`src/gsfr_pkg.sv`:
```
// ----------------------------------------------------------------------------
// gsfr_pkg
// types and constants of the gas sensor frame receiver
// ----------------------------------------------------------------------------
package gsfr_pkg;

  // input transaction kinds
  typedef enum logic [0:0] {
    OP_BYTE = 1'b0,
    OP_TICK = 1'b1
  } op_t;

  // frame layout
  localparam int          FRAME_LEN     = 10;
  localparam logic [3:0]  FRAME_LAST    = 4'd9;
  localparam logic [7:0]  START_FIRST   = 8'h3C;
  localparam logic [7:0]  START_SECOND  = 8'h04;
  localparam logic [7:0]  SUM_SEED      = START_FIRST + START_SECOND;
  localparam logic [7:0]  PREV_AFTER_FR = 8'hFF;

  // configuration registers
  localparam logic [0:0]  REG_TIMEOUT_TICKS = 1'b0;
  localparam logic [15:0] TIMEOUT_RESET     = 16'd100;

  // one result transaction
  typedef struct packed {
    logic        frame_checked;
    logic        checksum_ok;
    logic [15:0] oxygen_raw;
    logic [15:0] carbon_monoxide_raw;
    logic [15:0] hydrogen_sulfide_raw;
    logic [15:0] methane_raw;
    logic [15:0] good_frame_count;
    logic        receiving;
  } res_t;

endpackage

```
`src/gas_sensor_frame_receiver.sv`:
```
// ----------------------------------------------------------------------------
// gas_sensor_frame_receiver
// hunts for the 0x3C 0x04 start pair, collects ten frame bytes, checks the
// frame sum and latches four gas readings on a good frame
// ----------------------------------------------------------------------------
// usage
//   input channel: one transaction is a received byte (opcode 0) or one time
//   tick (opcode 1); ticks drive the frame timeout
//   result channel: exactly one result transaction per input transaction,
//   carrying the check flags, the latched readings, the good-frame count and
//   the receiving flag as they stand after that input
//   config port: APB-style, timeout_ticks at byte address 0, pready tied high
// throughput
//   one input is taken every cycle while in_ready is high; results enter the
//   result register, or the skid register while out_ready holds it, and the
//   frame sum and state update are combinational ahead of the result register
// stall
//   a two-entry output buffer (result register plus skid register) holds
//   results while out_ready is low; in_ready drops only when both are full
// reset
//   rst_n low clears the frame state, readings, counter and output buffer and
//   restores timeout_ticks to 100
// ----------------------------------------------------------------------------
module gas_sensor_frame_receiver (
  input  logic        clk,
  input  logic        rst_n,
  // input channel
  input  logic        in_valid,
  output logic        in_ready,
  input  logic [0:0]  in_opcode,
  input  logic [7:0]  in_rx_byte,
  // result channel
  output logic        out_valid,
  input  logic        out_ready,
  output logic        out_frame_checked,
  output logic        out_checksum_ok,
  output logic [15:0] out_oxygen_raw,
  output logic [15:0] out_carbon_monoxide_raw,
  output logic [15:0] out_hydrogen_sulfide_raw,
  output logic [15:0] out_methane_raw,
  output logic [15:0] out_good_frame_count,
  output logic        out_receiving,
  // configuration port
  input  logic        psel,
  input  logic        penable,
  input  logic        pwrite,
  input  logic [2:0]  paddr,
  input  logic [31:0] pwdata,
  output logic [31:0] prdata,
  output logic        pready
);

  import gsfr_pkg::*;

  // state
  logic [15:0] timeout_ticks_r;
  logic [7:0]  prev_byte_r,   prev_byte_nxt;
  logic [3:0]  pos_r,         pos_nxt;
  logic        collecting_r,  collecting_nxt;
  logic [7:0]  store_r   [FRAME_LEN];
  logic [7:0]  store_nxt [FRAME_LEN];
  logic [15:0] tmo_cnt_r,     tmo_cnt_nxt;
  logic        timer_run_r,   timer_run_nxt;
  logic [15:0] readings_r   [4];
  logic [15:0] readings_nxt [4];
  logic [15:0] good_cnt_r,    good_cnt_nxt;

  // output buffer
  res_t        out_r, skid_r, res_nxt;
  logic        out_valid_r, skid_valid_r;

  logic        accept, pop, is_byte, byte_wr;
  logic        tenth, timeout, check, sum_ok;
  logic [7:0]  s01, s23, s45, s67, s0_3, s4_7, s8c, sum;

  assign accept  = in_valid && in_ready;
  assign pop     = out_valid_r && out_ready;
  assign is_byte = (op_t'(in_opcode) == OP_BYTE);
  assign byte_wr = accept && is_byte && collecting_r;

  // config port
  assign pready = 1'b1;
  assign prdata = (paddr[2] == REG_TIMEOUT_TICKS) ? {16'd0, timeout_ticks_r} : 32'd0;

  always_ff @(posedge clk) begin
    if (!rst_n) begin
      timeout_ticks_r <= TIMEOUT_RESET;
    end else if (psel && penable && pwrite && pready && (paddr[2] == REG_TIMEOUT_TICKS)) begin
      timeout_ticks_r <= pwdata[15:0];
    end
  end

  // frame store with the incoming byte written in
  always_comb begin
    for (int k = 0; k < FRAME_LEN; k++) begin
      store_nxt[k] = (byte_wr && (pos_r == 4'(k))) ? in_rx_byte : store_r[k];
    end
  end

  // frame sum over bytes 0 to 8 plus the start pair, as an adder tree
  always_comb begin
    s01  = store_nxt[0] + store_nxt[1];
    s23  = store_nxt[2] + store_nxt[3];
    s45  = store_nxt[4] + store_nxt[5];
    s67  = store_nxt[6] + store_nxt[7];
    s0_3 = s01 + s23;
    s4_7 = s45 + s67;
    s8c  = store_nxt[8] + SUM_SEED;
    sum  = s0_3 + s4_7 + s8c;
  end

  assign tenth   = byte_wr && (pos_r == FRAME_LAST);
  assign timeout = accept && !is_byte && timer_run_r && (tmo_cnt_r <= 16'd1);
  assign check   = tenth || timeout;
  assign sum_ok  = check && (sum == store_nxt[FRAME_LAST]);

  // receiver next state
  always_comb begin
    prev_byte_nxt  = prev_byte_r;
    pos_nxt        = pos_r;
    collecting_nxt = collecting_r;
    tmo_cnt_nxt    = tmo_cnt_r;
    timer_run_nxt  = timer_run_r;
    good_cnt_nxt   = good_cnt_r;
    for (int k = 0; k < 4; k++) begin
      readings_nxt[k] = readings_r[k];
    end

    if (accept) begin
      if (is_byte) begin
        prev_byte_nxt = in_rx_byte;
        if (collecting_r) begin
          pos_nxt = pos_r + 4'd1;
        end else if ((prev_byte_r == START_FIRST) && (in_rx_byte == START_SECOND)) begin
          collecting_nxt = 1'b1;
          pos_nxt        = 4'd0;
          tmo_cnt_nxt    = timeout_ticks_r;
          timer_run_nxt  = 1'b1;
        end
      end else if (timer_run_r && !timeout) begin
        tmo_cnt_nxt = tmo_cnt_r - 16'd1;
      end
    end

    // frame check ends collection
    if (check) begin
      collecting_nxt = 1'b0;
      pos_nxt        = 4'd0;
      timer_run_nxt  = 1'b0;
      tmo_cnt_nxt    = 16'd0;
    end
    if (tenth) begin
      prev_byte_nxt = PREV_AFTER_FR;
    end

    // good frame latches readings big-endian
    if (sum_ok) begin
      for (int k = 0; k < 4; k++) begin
        readings_nxt[k] = {store_nxt[2*k], store_nxt[2*k+1]};
      end
      good_cnt_nxt = good_cnt_r + 16'd1;
    end
  end

  always_ff @(posedge clk) begin
    if (!rst_n) begin
      prev_byte_r  <= 8'd0;
      pos_r        <= 4'd0;
      collecting_r <= 1'b0;
      tmo_cnt_r    <= 16'd0;
      timer_run_r  <= 1'b0;
      good_cnt_r   <= 16'd0;
      for (int k = 0; k < FRAME_LEN; k++) begin
        store_r[k] <= 8'd0;
      end
      for (int k = 0; k < 4; k++) begin
        readings_r[k] <= 16'd0;
      end
    end else begin
      prev_byte_r  <= prev_byte_nxt;
      pos_r        <= pos_nxt;
      collecting_r <= collecting_nxt;
      tmo_cnt_r    <= tmo_cnt_nxt;
      timer_run_r  <= timer_run_nxt;
      good_cnt_r   <= good_cnt_nxt;
      for (int k = 0; k < FRAME_LEN; k++) begin
        store_r[k] <= store_nxt[k];
      end
      for (int k = 0; k < 4; k++) begin
        readings_r[k] <= readings_nxt[k];
      end
    end
  end

  // result transaction for this input
  always_comb begin
    res_nxt.frame_checked        = check;
    res_nxt.checksum_ok          = sum_ok;
    res_nxt.oxygen_raw           = readings_nxt[0];
    res_nxt.carbon_monoxide_raw  = readings_nxt[1];
    res_nxt.hydrogen_sulfide_raw = readings_nxt[2];
    res_nxt.methane_raw          = readings_nxt[3];
    res_nxt.good_frame_count     = good_cnt_nxt;
    res_nxt.receiving            = collecting_nxt;
  end

  // output buffer control
  assign in_ready = !skid_valid_r;

  always_ff @(posedge clk) begin
    if (!rst_n) begin
      out_valid_r  <= 1'b0;
      skid_valid_r <= 1'b0;
    end else if (!out_valid_r || pop) begin
      if (skid_valid_r) begin
        out_valid_r  <= 1'b1;
        skid_valid_r <= accept;
      end else begin
        out_valid_r  <= accept;
      end
    end else if (accept) begin
      skid_valid_r <= 1'b1;
    end
  end

  // output buffer payload
  always_ff @(posedge clk) begin
    if (!out_valid_r || pop) begin
      if (skid_valid_r) begin
        out_r <= skid_r;
        if (accept) begin
          skid_r <= res_nxt;
        end
      end else if (accept) begin
        out_r <= res_nxt;
      end
    end else if (accept) begin
      skid_r <= res_nxt;
    end
  end

  assign out_valid                = out_valid_r;
  assign out_frame_checked        = out_r.frame_checked;
  assign out_checksum_ok          = out_r.checksum_ok;
  assign out_oxygen_raw           = out_r.oxygen_raw;
  assign out_carbon_monoxide_raw  = out_r.carbon_monoxide_raw;
  assign out_hydrogen_sulfide_raw = out_r.hydrogen_sulfide_raw;
  assign out_methane_raw          = out_r.methane_raw;
  assign out_good_frame_count     = out_r.good_frame_count;
  assign out_receiving            = out_r.receiving;

endmodule

```
`config.mk`:
```
export PLATFORM = sky130hd
export DESIGN_NAME = gas_sensor_frame_receiver
export DESIGN_NICKNAME = d
export VERILOG_FILES = /design/src/gsfr_pkg.sv /design/src/gas_sensor_frame_receiver.sv
export SDC_FILE = /design/constraint.sdc
export NUM_CORES = 1
export LEC_CHECK = 0
export BUFFER_PORTS_ARGS = -buffer_cell sky130_fd_sc_hd__buf_2
export CAP_MARGIN = 25
export CORE_MARGIN = 1.5
export CORE_UTILIZATION = 29
export CTS_BUF_LIST = sky130_fd_sc_hd__clkbuf_4
export CTS_CLUSTER_DIAMETER = 80
export CTS_CLUSTER_SIZE = 16
export DETAILED_ROUTE_END_ITERATION = 8
export PLACE_DENSITY = 0.43
export SKIP_CTS_REPAIR_TIMING = 1
export SLEW_MARGIN = 20
export SYNTH_ARGS = -nofsm -noshare
export SYNTH_HDL_FRONTEND = slang
export SYNTH_SLANG_ARGS = --single-unit
```
`constraint.sdc`:
```
create_clock -name clk -period 10.8 [get_ports clk]
set_input_delay 3.24 -clock clk [delete_from_list [all_inputs] [get_ports clk]]
set_output_delay 3.24 -clock clk [all_outputs]
set_load 0.01 [all_outputs]
```
==> results of run 1 <==
power by group:
group,leakage [nW],total [mW],internal [mW],switching (mW)
clock,0.278,0.755,0.275,0.480
combinational,3.98,0.103,0.0274,0.0755
sequential,3.35,1.51,1.50,0.00980
cell usage in the layout (no fill, tap or decap), types with 7 or more instances in the layout:
master	netlist	routed
nand4_1	13	13
o31ai_2	23	23
mux2_2	11	11
nand2_1	162	162
o31ai_1	47	47
mux2i_1	54	54
o21ai_0	24	24
a21oi_2	20	20
nor4_1	10	10
edfxtp_1	166	166
clkbuf_4	0	46
and3_1	56	55
nand3_1	17	17
nor3_1	83	83
nor2b_1	17	17
conb_1	2	17
inv_1	47	47
a22oi_1	10	10
buf_2	11	133
or3_1	8	8
buf_4	19	46
o21ai_2	10	10
nor2_1	201	200
dfxtp_1	208	207
fa_1	45	45
a211oi_1	7	7
xnor2_1	17	17
ha_1	19	19
o211ai_1	7	7
a31oi_1	23	23
a21oi_1	112	112
and2_1	20	20
sequential cells by signal, indices dropped and copies added, names as in the netlist, 4 cells and up:
name,cells
good_cnt_r,16
out_carbon_monoxide_raw,16
out_good_frame_count,16
out_hydrogen_sulfide_raw,16
out_methane_raw,16
out_oxygen_raw,16
pos_r,4
prev_byte_r,8
readings_r,64
skid_r,83
store_r,80
timeout_ticks_r,16
tmo_cnt_r,16
worst paths after layout:
| check | startpoint | end | slack [ns] | depth (start not counted) |
|---|---|---|---|---|
| setup reg to reg | skid_valid_r | out_oxygen_raw[7] | 3.00 | 20 |
| hold reg to reg | store_r[9][0] | store_r[9][0] | 0.48 | 2 |
| setup / recovery | in_opcode | out_oxygen_raw[7] | 1.14 | 21 |
| hold / removal | store_r[9][0] | store_r[9][0] | 0.48 | 2 |
through the flow:
step	instances	total power, mW	setup WS, ns	area, um2
2_1_floorplan	1654	1.60	1.34	17300
3_3_place_gp	2490	1.64	0.233	18800
3_5_place_dp	2490	1.65	0.274	18800
4_1_cts	2546	2.41	1.17	19300
5_1_grt	2550	2.47	0.734	19300
6_report	2551	2.37	1.14	19300
cells by family after synthesis:
logic type / count (synthesis) / share of synthesized area [%]
XOR/XNOR: 28 / 1.81
flip-flops: 374 / 53.1
AND/OR/NAND/NOR: 626 / 17.5
AO/OA/AOI/OAI: 310 / 12.4
other: 2 / 0.0436
adder cells (fa/ha/maj): 64 / 6.61
buffers and inverters: 169 / 4.61
multiplexers: 66 / 3.99
critical path, stage by stage:
cell and delay [ns]:
buf_2 0.14, nand4bb_2 0.25, buf_4 0.18, nor3_4 0.53
mux2i_1 0.44, fa_1 0.50, fa_1 0.53, fa_1 0.52
fa_1 0.55, inv_1 0.04, ha_1 0.28, ha_1 0.23
fa_1 0.41, a21o_1 0.19, a21oi_1 0.19, xnor2_1 0.11
xnor2_1 0.73, xnor2_4 0.20, buf_4 0.42, a21oi_1 0.17
o31ai_1 0.36
layer usage:
metal	share of wire, %	global-route usage, %
met2	48	24.7
met5	0.027	0
met3	4.1	2.25
met4	1.4	2.96
met1	47	20.0
final cells by class:
| class | instances | share of cell area, % |
|---|---|---|
| Antenna cell | 3 | 0.0389 |
| Clock buffer | 46 | 1.79 |
| Clock inverter | 10 | 0.765 |
| Inverter | 51 | 1.01 |
| Multi-Input combinational cell | 1111 | 38.3 |
| Sequential cell | 374 | 47.4 |
| Tap cell | 773 | 5.01 |
| Timing Repair Buffer | 183 | 5.69 |
==> reports/results.tsv, run 1 <==
stage	metric	value	unit
cts	htreeDepth	1	
pwr	cellPowerDensity	123	mW/mm2
critical_path	worstPathRequired	11.39	ns
synth	ys_seq_area_share	53.1	%
sta	slew_headroom	37.5	%
synth	async_reset_ff_share	0	%
critical_path	cp-end-kind	flip-flop	
place	place.gp.congestion	0.769	
layout	syn_to_final_growth	11.9	%
sta	rsz0062_at_grt	false	
routing	num_vias	12100	
place	dp_hpwl	30400	um
synth	synth.avg_cell_area	10.5	um2
synth	yosysMostFrequentCell	dfxtp_1	
sta	report.final.slew_viol_count	0	
critical_path	arrival	10.25	ns
synth	netlist_top_cells_count	dfxtp_1, nor2_1, edfxtp_1, nand2_1, a21oi_1	
routing	drt_pass1_iterations	6	
sta	final-hold-violation-count	0	
critical_path	cp_max_fo	34	
sta	tightest_slew	0.924	ns
cts	numCtsBuffers	30	
synth	yosys_warnings	0	
sta	setup_tns	0	ns
global_routing	grt.total_usage	14.7	%
sta	period_needed	9.66	ns
synth	yosysUniqueCellTypes	77	
global_routing	grt_pass1_wl	70300	um
sta	setup_viol	0	
layout	final_net_count	1866	
routing	ant_nets	0	
sta	clock_skew	0.0571	ns
synth	syn_inst	1639	
synth	netlist_top_cells_area	edfxtp_1, dfxtp_1, fa_1	
pwr	p_leak	7.60	nW
floorplanning	die_x	247	um
layout	drive_above_1_share	18.6	%
sta	max_freq	104	MHz
cts	clock_path_buffers	3	
global_routing	grt_start_max_net_pins	77	
floorplanning	core	0.0589	mm2
layout	multiInputGateArea	0.00738	mm2
synth	synth_top_cell_by_area	edfxtp_1	
layout	n_fill_cell	6059	
cts	cts.sinks	374	
floorplanning	initial_core_util	29.3	%
cts	cts_tree	done	
sta	period_share	89.5	%
floorplanning	die_h	247	um
global_routing	antenna_found_initial	3	
global_routing	grt-ovfl-total	0	
routing	drc_errors	0	
routing	viasPerCell	4.75	
routing	wl_per_cell	17.5	um
synth	synth_enable_flop_cells	166	
synth	synthFlopType	dfxtp_1	
routing	postRouteWirelength	44700	um
floorplanning	ios	169	
floorplanning	row_count	89	
synth	synth_area	0.0172	mm2
run_status	status	completed	
cts	insertion_delay	0.83	ns
sta	whs	0.481	ns
critical_path	critPathLaunchType	input pin	
worst_hold_path	min_path_type	flip-flop to flip-flop	
cts	cts-root-buf	clkbuf_4	
pwr	peakVddDrop	0.0000756	V
critical_path	path_class	input pin to flip-flop	
layout	utilization	32.8	%
synth	netlist.area_leader.share	28.9	%
synth	ys_ff_latch	374	
cts	cts.clk_slew.worst_paths	0.15	ns
routing	drt_iter0_drc	696	
layout	layout.area.seq	0.00915	mm2
global_routing	grt_pass1_vias	12100	
place	port_buffers	133	
floorplanning	dieArea	0.0609	mm2
job	drv_cap	0	
Power figures use the tool's default switching activity.
==> run 2: changes to the inputs <==
Settings changed: BUFFER_PORTS_ARGS -buffer_cell sky130_fd_sc_hd__buf_2 to unset, DONT_BUFFER_PORTS set to 1, PLACE_DENSITY 0.43 to 0.41.
==> run 2 against run 1 <==
  * Wire length rose by 1.7%
  * Global-route usage up 0.12 points
  * Sequential power hardly changed
  * Worst hold slack improved by 0.0061 ns
  * Clock power down 5.7%
  * First-iteration DRC count shrank 2.2%
==> reports/results.tsv, run 2 (synthesis results as in run 1) <==
stage	metric	value	unit	change
run_status	status	completed		
pwr	peakVddDrop	0.0000728	V	-3.8%
floorplanning	die_h	247	um	unchanged
routing	drt_iter0_drc	681		-2.2%
cts	cts.sinks	374		unchanged
place	dp_hpwl	31000	um	+1.8%
critical_path	worstPathRequired	11.47	ns	+0.08 ns
cts	clock_path_buffers	3		unchanged
sta	final-hold-violation-count	0		unchanged
sta	report.final.slew_viol_count	0		unchanged
global_routing	grt_pass1_vias	11400		-5.8%
routing	ant_nets	0		unchanged
job	drv_cap	0		unchanged
sta	slew_headroom	35.7	%	-1.8 points
cts	cts-root-buf	clkbuf_4		
sta	clock_skew	0.0625	ns	+0.00539 ns
layout	largest_register	skid_r		
place	port_buffers	0		-100%
routing	postRouteWirelength	45500	um	+1.7%
critical_path	cp-end-kind	flip-flop		
sta	rsz0062_at_grt	false		
layout	n_fill_cell	6109		+0.83%
layout	final_net_count	1729		-7.3%
place	dpl_cell_area	0.0181	mm2	-3.4%
sta	max_freq	103	MHz	-0.58%
layout	post-route-cell-area	0.0186	mm2	-3.8%
cts	htreeDepth	1		unchanged
sta	period_share	90.0	%	+0.52 points
critical_path	slowest_stage	xnor2_1		
floorplanning	die_x	247	um	unchanged
pwr	p_seq_share	66.4	%	+2.7 points
sta	period_needed	9.72	ns	+0.0564 ns
global_routing	grt-ovfl-total	0		unchanged
pwr	p_sw	0.555	mW	-1.8%
sta	setup_tns	0	ns	unchanged
floorplanning	initial_core_util	29.3	%	unchanged
sta	tightest_slew	0.964	ns	+0.0405 ns
global_routing	grt_start_max_net_pins	77		unchanged
pwr	clkPwrFrac	31.1	%	-0.8 points
cts	insertion_delay	0.85	ns	+0.02 ns
critical_path	cp_cell_sequence	nand4bb_2, nor3b_1, nand2_1, a21oi_1, buf_4, fa_1, fa_1, fa_1, fa_1, inv_1, ha_1, ha_1, fa_1, a21o_1, a21oi_1, xnor2_1, xnor2_1, xor2_4, buf_12, or4_4, a31oi_1		
routing	wl_per_cell	18.9	um	+7.6%
critical_path	critPathLaunchType	input pin		
pwr	p_leak	6.99	nW	-8.0%
floorplanning	row_count	89		unchanged
routing	drc_errors	0		unchanged
floorplanning	dieArea	0.0609	mm2	unchanged
global_routing	antenna_found_initial	3		unchanged
critical_path	path_class	input pin to flip-flop		
pwr	switching_share	24.2	%	+0.36 points
critical_path	arrival	10.38	ns	+0.13 ns
routing	num_vias	11700		-3.8%
sta	setup_viol	0		unchanged
place	place.gp.congestion	0.747		-2.8%
floorplanning	core	0.0589	mm2	unchanged
pwr	power	2.29	mW	-3.3%
layout	syn_to_final_growth	7.67	%	
cts	numCtsBuffers	30		unchanged
layout	final_common_cell	dfxtp_1		
layout	reg_top3	skid_r x83, store_r x80, readings_r x64		
global_routing	grt_pass1_wl	69600	um	-0.91%
worst_hold_path	min_path_type	flip-flop to flip-flop		
cts	cts.clk_slew.worst_paths	0.18	ns	+0.03 ns
critical_path	cp_max_fo	42		+24%
routing	drt_pass1_iterations	6		unchanged
critical_path	crit_top_cell	fa_1		
layout	largest_reg_flops	83		unchanged
critical_path	slowest_delay	0.71	ns	-0.02 ns
layout	final_cell_mix	dfxtp_1, nor2_1, edfxtp_1		
routing	viasPerCell	4.83		+1.7%
global_routing	grt.total_usage	14.8	%	+0.12 points
layout	drive_above_1_share	11.7	%	-6.9 points
pwr	intPower	1.73	mW	-3.7%
pwr	comb_power_share	2.5	%	-1.8 points
cts	cts_tree	done		
pwr	cellPowerDensity	123	mW/mm2	+0.56%
floorplanning	ios	169		unchanged
run 2: power groups by stage:
stage               registers [mW]  logic, mW  clock network [mW]
global placement              1.55     0.0589                   0
detailed placement            1.55     0.0597                   0
floorplan                     1.55     0.0510                   0
finish                        1.52     0.0576               0.712
global route                  1.52     0.0643               0.804
CTS                           1.52     0.0598               0.756
run 2: routing by layer:
metal  part of all wire [%]  vias up  GRT usage [%]
li1                       -     5733              -
met5                  0.029        -              0
met3                    3.5       49           2.24
met2                     48      166           25.2
met1                     47     5714           19.8
met4                    1.6        2           3.12
run 2: critical path: cells and delay by family:
family                     cells  cell delay [ns]
AOI/OAI and AO/OA              4             0.95
adders and majority gates      7             2.89
xor gates and xnor gates       3             1.21
and+or+nand+nor                4             1.54
buffers and inverters          3             0.52
run 2: path summary, 6_finish.rpt:
path	from	end	slack [ns]	cells after the start
hold / removal	timeout_ticks_r[8]	timeout_ticks_r[8]	0.49	2
setup / recovery	in_opcode	out_good_frame_count[3]	1.08	21
setup reg to reg	skid_valid_r	out_good_frame_count[3]	2.80	24
hold reg to reg	timeout_ticks_r[8]	timeout_ticks_r[8]	0.49	2
run 2: per-stage QoR:
step	worst slack, ns	instances	hold WS (ns)	util, %
after floorplan	1.34	1654	0.440	-
after global placement	0.293	2355	0.456	30.8
after detailed placement	0.273	2355	0.470	30.8
after CTS	1.16	2410	0.490	31.5
after global routing	0.801	2412	0.518	31.5
final	1.08	2413	0.487	31.5
run 2: layout make-up:
| type | count | area, um2 | area share [%] |
|---|---|---|---|
| Multi-Input combinational cell | 1111 | 7380 | 39.8 |
| Clock buffer | 45 | 338 | 1.82 |
| Sequential cell | 374 | 9150 | 49.3 |
| Antenna cell | 3 | 7.51 | 0.0405 |
| Tap cell | 773 | 967 | 5.21 |
| Timing Repair Buffer | 46 | 420 | 2.27 |
| Clock inverter | 10 | 98.8 | 0.533 |
| Inverter | 51 | 194 | 1.04 |
==> run 3: changes to the inputs <==
Settings changed: CELL_PAD_IN_SITES_DETAIL_PLACEMENT set to 0, CELL_PAD_IN_SITES_GLOBAL_PLACEMENT set to 2, PLACE_DENSITY 0.41 to 0.57.
==> run 3 against run 2 <==
  * Power is 3.4% higher
  * Setup slack better by 0.35 ns
  * Sequential share of layout area is 0.28 points lower
  * Final area is 0.57% higher
  * Critical path depth stayed put
  * Via count is 0.48% higher
  * First-iteration DRC count is 0.15% higher
  * Critical path type unchanged
  * Critical endpoint is now out_hydrogen_sulfide_raw[13]
==> reports/results.tsv, run 3 (synthesis results as in run 1) <==
stage	metric	value	unit	change
run_status	status	completed		
floorplanning	ios	169		unchanged
critical_path	cp_cell_sequence	nand4bb_2, nor3b_1, nand2_1, mux2i_1, fa_1, fa_1, fa_1, fa_1, inv_1, ha_1, ha_1, fa_1, a21o_1, a21oi_1, xnor2_1, xnor2_1, buf_4, xor2_4, buf_4, nor3_1, o31ai_1		
sta	report.final.slew_viol_count	0		unchanged
layout	final_net_count	1733		+0.23%
critical_path	worstPathRequired	11.33	ns	-0.14 ns
sta	clock_skew	0.0924	ns	+0.0300 ns
pwr	power	2.37	mW	+3.4%
cts	numCtsBuffers	30		unchanged
global_routing	grt_start_max_net_pins	77		unchanged
pwr	comb_power_share	2.4	%	about the same
pwr	switching_share	23.9	%	-0.35 points
pwr	p_seq_share	64.2	%	-2.2 points
global_routing	grt_pass1_wl	72600	um	+4.2%
critical_path	path_class	input pin to flip-flop		
critical_path	cp-end-kind	flip-flop		
layout	layout.area.seq	0.00915	mm2	unchanged
routing	viasPerCell	4.84		+0.23%
routing	wl_per_cell	19.7	um	+4.2%
layout	drive_above_1_share	12.1	%	+0.33 points
floorplanning	die_h	247	um	unchanged
sta	tightest_slew	0.922	ns	-0.0420 ns
worst_hold_path	holdPathEnd	store_r[9][0]		
floorplanning	core	0.0589	mm2	unchanged
sta	whs	0.479	ns	-0.00788 ns
floorplanning	initial_core_util	29.3	%	unchanged
floorplanning	dieArea	0.0609	mm2	unchanged
critical_path	worstRegToRegCells	21		-13%
pwr	p_leak	7.04	nW	+0.75%
critical_path	arrival	9.90	ns	-0.48 ns
pwr	clkPwrFrac	33.4	%	+2.3 points
sta	period_needed	9.37	ns	-0.346 ns
cts	cts.sinks	374		unchanged
critical_path	r2r-start	collecting_r		
sta	period_share	86.8	%	-3.2 points
cts	htreeDepth	1		unchanged
job	drv_cap	0		unchanged
cts	cts.clk_slew.worst_paths	0.17	ns	about the same
worst_hold_path	holdCritStartpoint	store_r[9][0]		
critical_path	crit_top_cell	fa_1		
routing	ant_nets	0		unchanged
routing	num_vias	11700		+0.48%
routing	drt_pass1_iterations	4		-2
global_routing	grt_pass1_vias	11400		+0.33%
place	dp_hpwl	31800	um	+2.6%
layout	n_fill_cell	6015		-1.5%
floorplanning	row_count	89		unchanged
place	dpl_cell_area	0.0181	mm2	+0.17%
critical_path	critPathLaunchType	input pin		
sta	rsz0062_at_grt	false		
critical_path	slowest_delay	0.55	ns	-0.16 ns
critical_path	reg2reg_slack	3.42	ns	+0.62 ns
sta	slew_headroom	38.4	%	+2.7 points
cts	insertion_delay	0.88	ns	+0.03 ns
worst_hold_path	min_path_type	flip-flop to flip-flop		
critical_path	slowest_stage	fa_1		
routing	drt_iter0_drc	682		+0.15%
pwr	cellPowerDensity	127	mW/mm2	+2.8%
place	port_buffers	0		unchanged
pwr	peakVddDrop	0.0000776	V	+6.6%
sta	setup_viol	0		unchanged
critical_path	worst_r2r_endpoint	out_hydrogen_sulfide_raw[13]		
cts	cts_tree	done		
pwr	intPower	1.80	mW	+3.9%
layout	largest_reg_flops	83		unchanged
pwr	p_sw	0.565	mW	+1.9%
floorplanning	die_x	247	um	unchanged
layout	utilization	31.7	%	+0.18 points
worst_hold_path	holdPathStages	2		unchanged
global_routing	grt.total_usage	15.5	%	+0.69 points
layout	post-route-cell-area	0.0187	mm2	+0.57%
global_routing	antenna_found_initial	3		unchanged
cts	clock_path_buffers	3		unchanged
sta	max_freq	107	MHz	+3.7%
critical_path	cp_max_fo	42		unchanged
global_routing	grt-ovfl-total	0		unchanged
layout	multiInputGateArea	0.00738	mm2	about the same
layout	syn_to_final_growth	8.28	%	
sta	setup_tns	0	ns	unchanged
place	place.gp.congestion	0.752		+0.64%
layout	reg_top3	skid_r x83, store_r x80, readings_r x64		
sta	final-hold-violation-count	0		unchanged
routing	postRouteWirelength	47600	um	+4.5%
critical_path	cpLargestDelayFamily	adder cells		
layout	final_common_cell	dfxtp_1		
routing	drc_errors	0		unchanged
critical_path	critPathBufInv	3		unchanged
layout	largest_register	skid_r		
layout	final_cell_mix	dfxtp_1, nor2_1, edfxtp_1		
cts	cts-root-buf	clkbuf_4		
run 3: cell type report:
cell class | count | share of cell area [%]
diodes | 4 | 0.0536
well taps | 773 | 5.18
inverters | 51 | 1.04
repair buffers | 50 | 2.41
multi-input cells | 1111 | 39.6
clock inverters | 12 | 0.945
flip-flops and latches | 374 | 49.0
clock buffers | 44 | 1.77
run 3: worst max path at each step:
stage,startpoint,endpoint,depth (start not counted)
2_1_floorplan,in_opcode,out_good_frame_count[11],20
3_3_place_gp,in_opcode,out_methane_raw[8],21
3_5_place_dp,in_opcode,out_good_frame_count[9],22
4_1_cts,in_opcode,out_good_frame_count[9],22
5_1_grt,in_opcode,out_good_frame_count[9],22
6_report,in_opcode,out_hydrogen_sulfide_raw[13],21
run 3: stage by stage:
step,std cells,setup slack (ns)
2_1_floorplan,1654,1.34
3_3_place_gp,2359,0.503
3_5_place_dp,2359,0.484
4_1_cts,2415,1.42
5_1_grt,2416,1.04
6_report,2419,1.43
run 3: routing by layer:
metal / track usage [%] / vias up / wire length (um)
met1: 21.3 / 5770 / 22700
li1: - / 5733 / -
met4: 3.03 / 2 / 625
met2: 25.5 / 170 / 22200
met5: 0 / - / 13
met3: 2.92 / 45 / 1980
run 3: worst min-delay path: stages (launching register included):
cell and delay [ns]:
dfxtp_1 0.35, nand2_1 0.05, a21oi_1 0.05
run 3: power groups by stage:
stage,Sequential [mW],Clock [mW],Combinational [mW]
floorplan,1.55,0,0.0510
global placement,1.55,0,0.0599
detailed placement,1.55,0,0.0603
CTS,1.52,0.833,0.0605
global route,1.52,0.885,0.0648
finish,1.52,0.789,0.0577
